--- src/hdl/movs_pkg.sv ---
`default_nettype none
package movs_pkg;
  // register indexes on the configuration port
  localparam logic [0:0] REG_MISSING = 1'b0;
  localparam logic [0:0] REG_BAD     = 1'b1;

  // float relations used by the cells
  typedef struct packed {
    logic lt;  // a < b
    logic eq;  // a == b
  } fcmp_t;

  function automatic logic is_nan(input logic [31:0] a);
    return (a[30:23] == 8'hFF) && (a[22:0] != 23'd0);
  endfunction

  // IEEE compare of two single bit patterns (NaN unordered)
  function automatic fcmp_t fcmp(input logic [31:0] a, input logic [31:0] b);
    fcmp_t r;
    logic  az;
    logic  bz;
    az = (a[30:0] == 31'd0);
    bz = (b[30:0] == 31'd0);
    r.lt = 1'b0;
    r.eq = 1'b0;
    if (!is_nan(a) && !is_nan(b)) begin
      if (az && bz) begin
        r.eq = 1'b1;
      end else if (a == b) begin
        r.eq = 1'b1;
      end else if (a[31] != b[31]) begin
        r.lt = a[31];
      end else if (!a[31]) begin
        r.lt = (a[30:0] < b[30:0]);
      end else begin
        r.lt = (a[30:0] > b[30:0]);
      end
    end
    return r;
  endfunction
endpackage
`default_nettype wire

--- src/hdl/movs_cell.sv ---
`default_nettype none
module movs_cell
  import movs_pkg::*;
(
  input  wire logic        clk,
  input  wire logic        rst_n,
  input  wire logic        ins,       // insert broadcast this cycle
  input  wire logic        clr,       // start of a new run
  input  wire logic [31:0] new_word,
  input  wire logic        prev_take, // left neighbour takes new or shifts
  input  wire logic [31:0] prev_word,
  input  wire logic        prev_occ,
  output logic             take,      // this cell loads new or shifts from the left
  output logic [31:0]      word,
  output logic             occ
);
  logic [31:0] word_r;
  logic        occ_r;
  fcmp_t       c;
  logic        own;

  assign c    = fcmp(word_r, new_word);
  // insertion point is the first empty or smaller-word cell; every cell after it shifts
  assign own  = occ_r ? c.lt : 1'b1;
  assign take = prev_take || own;
  assign word = word_r;
  assign occ  = occ_r;

  // hold, shift from the left, or load the new word at the insertion point
  always_ff @(posedge clk) begin
    if (!rst_n || clr) begin
      occ_r <= 1'b0;
    end else if (ins && take && (prev_take ? prev_occ : 1'b1)) begin
      occ_r <= 1'b1;
    end
    if (ins && take) begin
      word_r <= prev_take ? prev_word : new_word;
    end
  end
endmodule
`default_nettype wire

--- config.mk ---
export PLATFORM = sky130hd
export DESIGN_NAME = movs_cell
export DESIGN_NICKNAME = d
export VERILOG_FILES = /design/src/hdl/movs_pkg.sv /design/src/hdl/movs_cell.sv
export SDC_FILE = /design/constraint.sdc
export NUM_CORES = 1
export LEC_CHECK = 0
export ABC_AREA = 0
export BUFFER_PORTS_ARGS = -buffer_cell sky130_fd_sc_hd__buf_2
export CORE_AREA = 2 2 92 94
export DETAILED_ROUTE_END_ITERATION = 10
export DIE_AREA = 0 0 94 96
export HOLD_SLACK_MARGIN = 0.05
export SLEW_MARGIN = 10
export SYNTH_ARGS = -nofsm -noshare
export SYNTH_HDL_FRONTEND = slang
export SYNTH_SLANG_ARGS = --single-unit
--- constraint.sdc ---
create_clock -name clk -period 3.7 [get_ports clk]
set_input_delay 0 -clock clk [delete_from_list [all_inputs] [get_ports clk]]
set_output_delay 0 -clock clk [all_outputs]
set_load 0.005 [all_outputs]
==> results.md <==
- Count of cell types in the netlist: 31
- Share of cells above drive strength 1: 0.294
- Post-synth EDFFs: 32
- Die Area: around 0.009 mm2
- Clock group share of total power: 0.315
- Non-Filler Instances: 503
- CORE AREA: 0.00805 mm2
- ANT nets after route: 0
- Status: complete, no violations
- Slew Viols, Final: 0
- Total placed instance area: 0.00300 mm2
- CTS max path bufs: 2
- # setup viols final: 0
- Gr ovfl total: 0
- Synth area leader: edfxtp_1
- Vias in the first global route: approximately 2400
- Ys flop type: edfxtp_1
- Final #Nets: about 500
- Most common cell in the netlist: nand2_1
- Clk slew on worst S/H paths: 0.07 ns
- Total Neg Setup Slack: 0 ns
- Sequential element share of the synthesized area: 0.420
- Crit Path Category: register to register
- Yosys warnings: 0
- Register area: 981 um2
- Die Ht: 96 um
- Max Cap Viol: 0
- Most instantiated cells after synthesis: nand2_1 (40), o21ai_0 (38), edfxtp_1 (32), inv_1 (32), ha_1 (31)
- Reg power frac: 0.449
- Final Power: approximately 0.0010 W
- Tot GR Track Use: 0.161
- CTS tree: done
- GP Congestion: 0.840
- Int Power: 0.000765 W
- Antenna violations before repair: 0
- Residual DRC: 0
- Period minus WS final: between 2 and 3 ns
- Final Util: 0.428
- VDD IR max: 142 uV
- Multi-input gate area: 0.00122 mm2
- Mapped cell area: 0.00234 mm2
- Detailed Route Iter0 Violations: 150
- Leakage Power: between 1.5 and 2 nW
- Wirelength per Cell: 14.2 um
- Avg Cell Area, Syn: 9.05 um2
- Fmax achieved: 0.349 GHz
- Ys async rst share: 0
- Horiz. Die Dim: 94 um
- Setup bufs post-CTS: 0
- First-pass GRT wire length: between 10000 and 15000 um
- CTS buffer count: 5
- CTS sink count: 33
- Post-Synthesis Cells: 258
- Row cnt: 33
- H-tree depth: 2
- HPWL after DPL: about 5700 um
- Router iterations before antenna repair: 4
- Fillers: 809
- PD cells: 303 mW/mm2
- Synth area leaders: edfxtp_1 (41%), ha_1 (17%), o21ai_0 (8.1%)
- Crit-path max FO: 20
- Post-Route WL: 7130 um
- Post-synth top area share: 0.411
- Endpoints failing hold: 0
- WP data arrival: 2.86 ns
- Largest net degree at the start of global routing: 65
- Critical path launch point type: register
- Clock skew: about 0.0059 ns
- RSZ-0062 raised after global routing: no
- PortBufs: 103
- Worst-Skew Late Latency: 0.29 ns
- Type of the worst min-delay path: primary input to register
- Placed cell count: 461
- Antenna Diode Count: 0
- Net Switching: 0.000280 W
- Net Sw Frac: 0.268
- Root buffer cell: clkbuf_8
- Final Cell Area: 0.00345 mm2
- Syn_nets: 359
- Required @ worst endpoint: 3.69 ns
- Flops & latches, synth: 33
- Worst slew pin tran: roughly 0.54 ns
- Crit end category: register
- Area Growth Syn to Fin: 47.5%
- Tcrit/Tclk final: 0.775
- Combinational share of power: 0.236
- Via count: around 2500
- Slew headroom: 0.643
- Initial core utilization: 0.290
- Avg Vias per Cell: 4.88
- Number of placed I/O pins: 104
==> worst paths after layout <==
check              start  endpoint  slack, ns  depth (start not counted)
min reg2reg     word[31]  word[30]       0.93                          2
max reg2reg     word[29]  word[21]       0.83                          7
max             word[29]  word[21]       0.83                          7
min          new_word[0]   word[0]       0.08                          2
==> cells in the final DEF, fill, tap and decap left out, types with 2 or more instances in the layout <==
master | synthesis | layout
buf_2 | 0 | 103
nand2_1 | 40 | 40
o21ai_0 | 38 | 38
dlygate4sd3_1 | 0 | 34
inv_1 | 32 | 32
edfxtp_1 | 32 | 32
ha_1 | 31 | 31
nand4_1 | 14 | 14
nor4_1 | 14 | 14
a21oi_1 | 15 | 14
nor2_1 | 6 | 6
nand3_1 | 5 | 5
clkbuf_8 | 0 | 5
nor3_1 | 4 | 4
and4_1 | 2 | 2
a221oi_1 | 2 | 2
==> area by class of cell <==
cell class / instances / share of cell area
clock inverters: 3 / 0.0120
inverters: 32 / 0.0349
flip-flops and latches: 33 / 0.285
clock buffers: 5 / 0.0200
multi-input cells: 186 / 0.354
repair buffers: 139 / 0.256
well taps: 105 / 0.0381
==> metrics by stage <==
stage | setup slack (ns) | hold WS, ns
2_1_floorplan | 0.0582 | 0.0761
3_3_place_gp | 0.912 | 0.165
3_5_place_dp | 0.820 | 0.168
4_1_cts | 0.805 | 0.0757
5_1_grt | 0.620 | 0.0834
6_report | 0.831 | 0.0799
==> worst max-delay path, stage by stage (launching register included) <==
cell      delay, ns
edfxtp_1       0.44
ha_1           0.37
nand4_1        0.16
nor4_1         0.40
a21boi_0       0.29
o221ai_1       0.22
a21oi_4        0.45
buf_12         0.23
==> power by group through the flow <==
stage	Clock, W	Combinational (W)	Sequential [W]
after detailed placement	0	0.000219	0.000477
after floorplan	0	0.000108	0.000475
final	0.000329	0.000247	0.000469
after CTS	0.000339	0.000248	0.000469
after global routing	0.000355	0.000279	0.000473
after global placement	0	0.000216	0.000477
==> registers in the layout, summed over array words and instances, names as in the netlist <==
signal	count
word	32
occ	1
==> per-layer routing <==
metal / GRT usage / vias to the layer above / share of wire
li1: - / 1236 / -
met1: 0.218 / 1129 / 0.47
met2: 0.264 / 83 / 0.46
met3: 0.0360 / 5 / 0.065
met4: 0.0326 / 0 / 0.0063
met5: 0 / - / 0
==> what timing repair did <==
action | 4_1_cts | 5_1_grt
endpoints found under the hold margin | 33 | 0
gates resized for setup | 0 | 0
hold buffers | 34 | 0
==> cell families (layout without fill, tap and decap cells) <==
family,Yosys count,count (layout),synth area share
buffers and inverters,39,179,0.0627
and+or+nand+nor,91,91,0.197
DFF,33,33,0.420
AOI/OAI and AO/OA,63,63,0.150
muxes,1,1,0.00482
adders and majority gates,31,31,0.166
(Power assumes the default switching activity.)
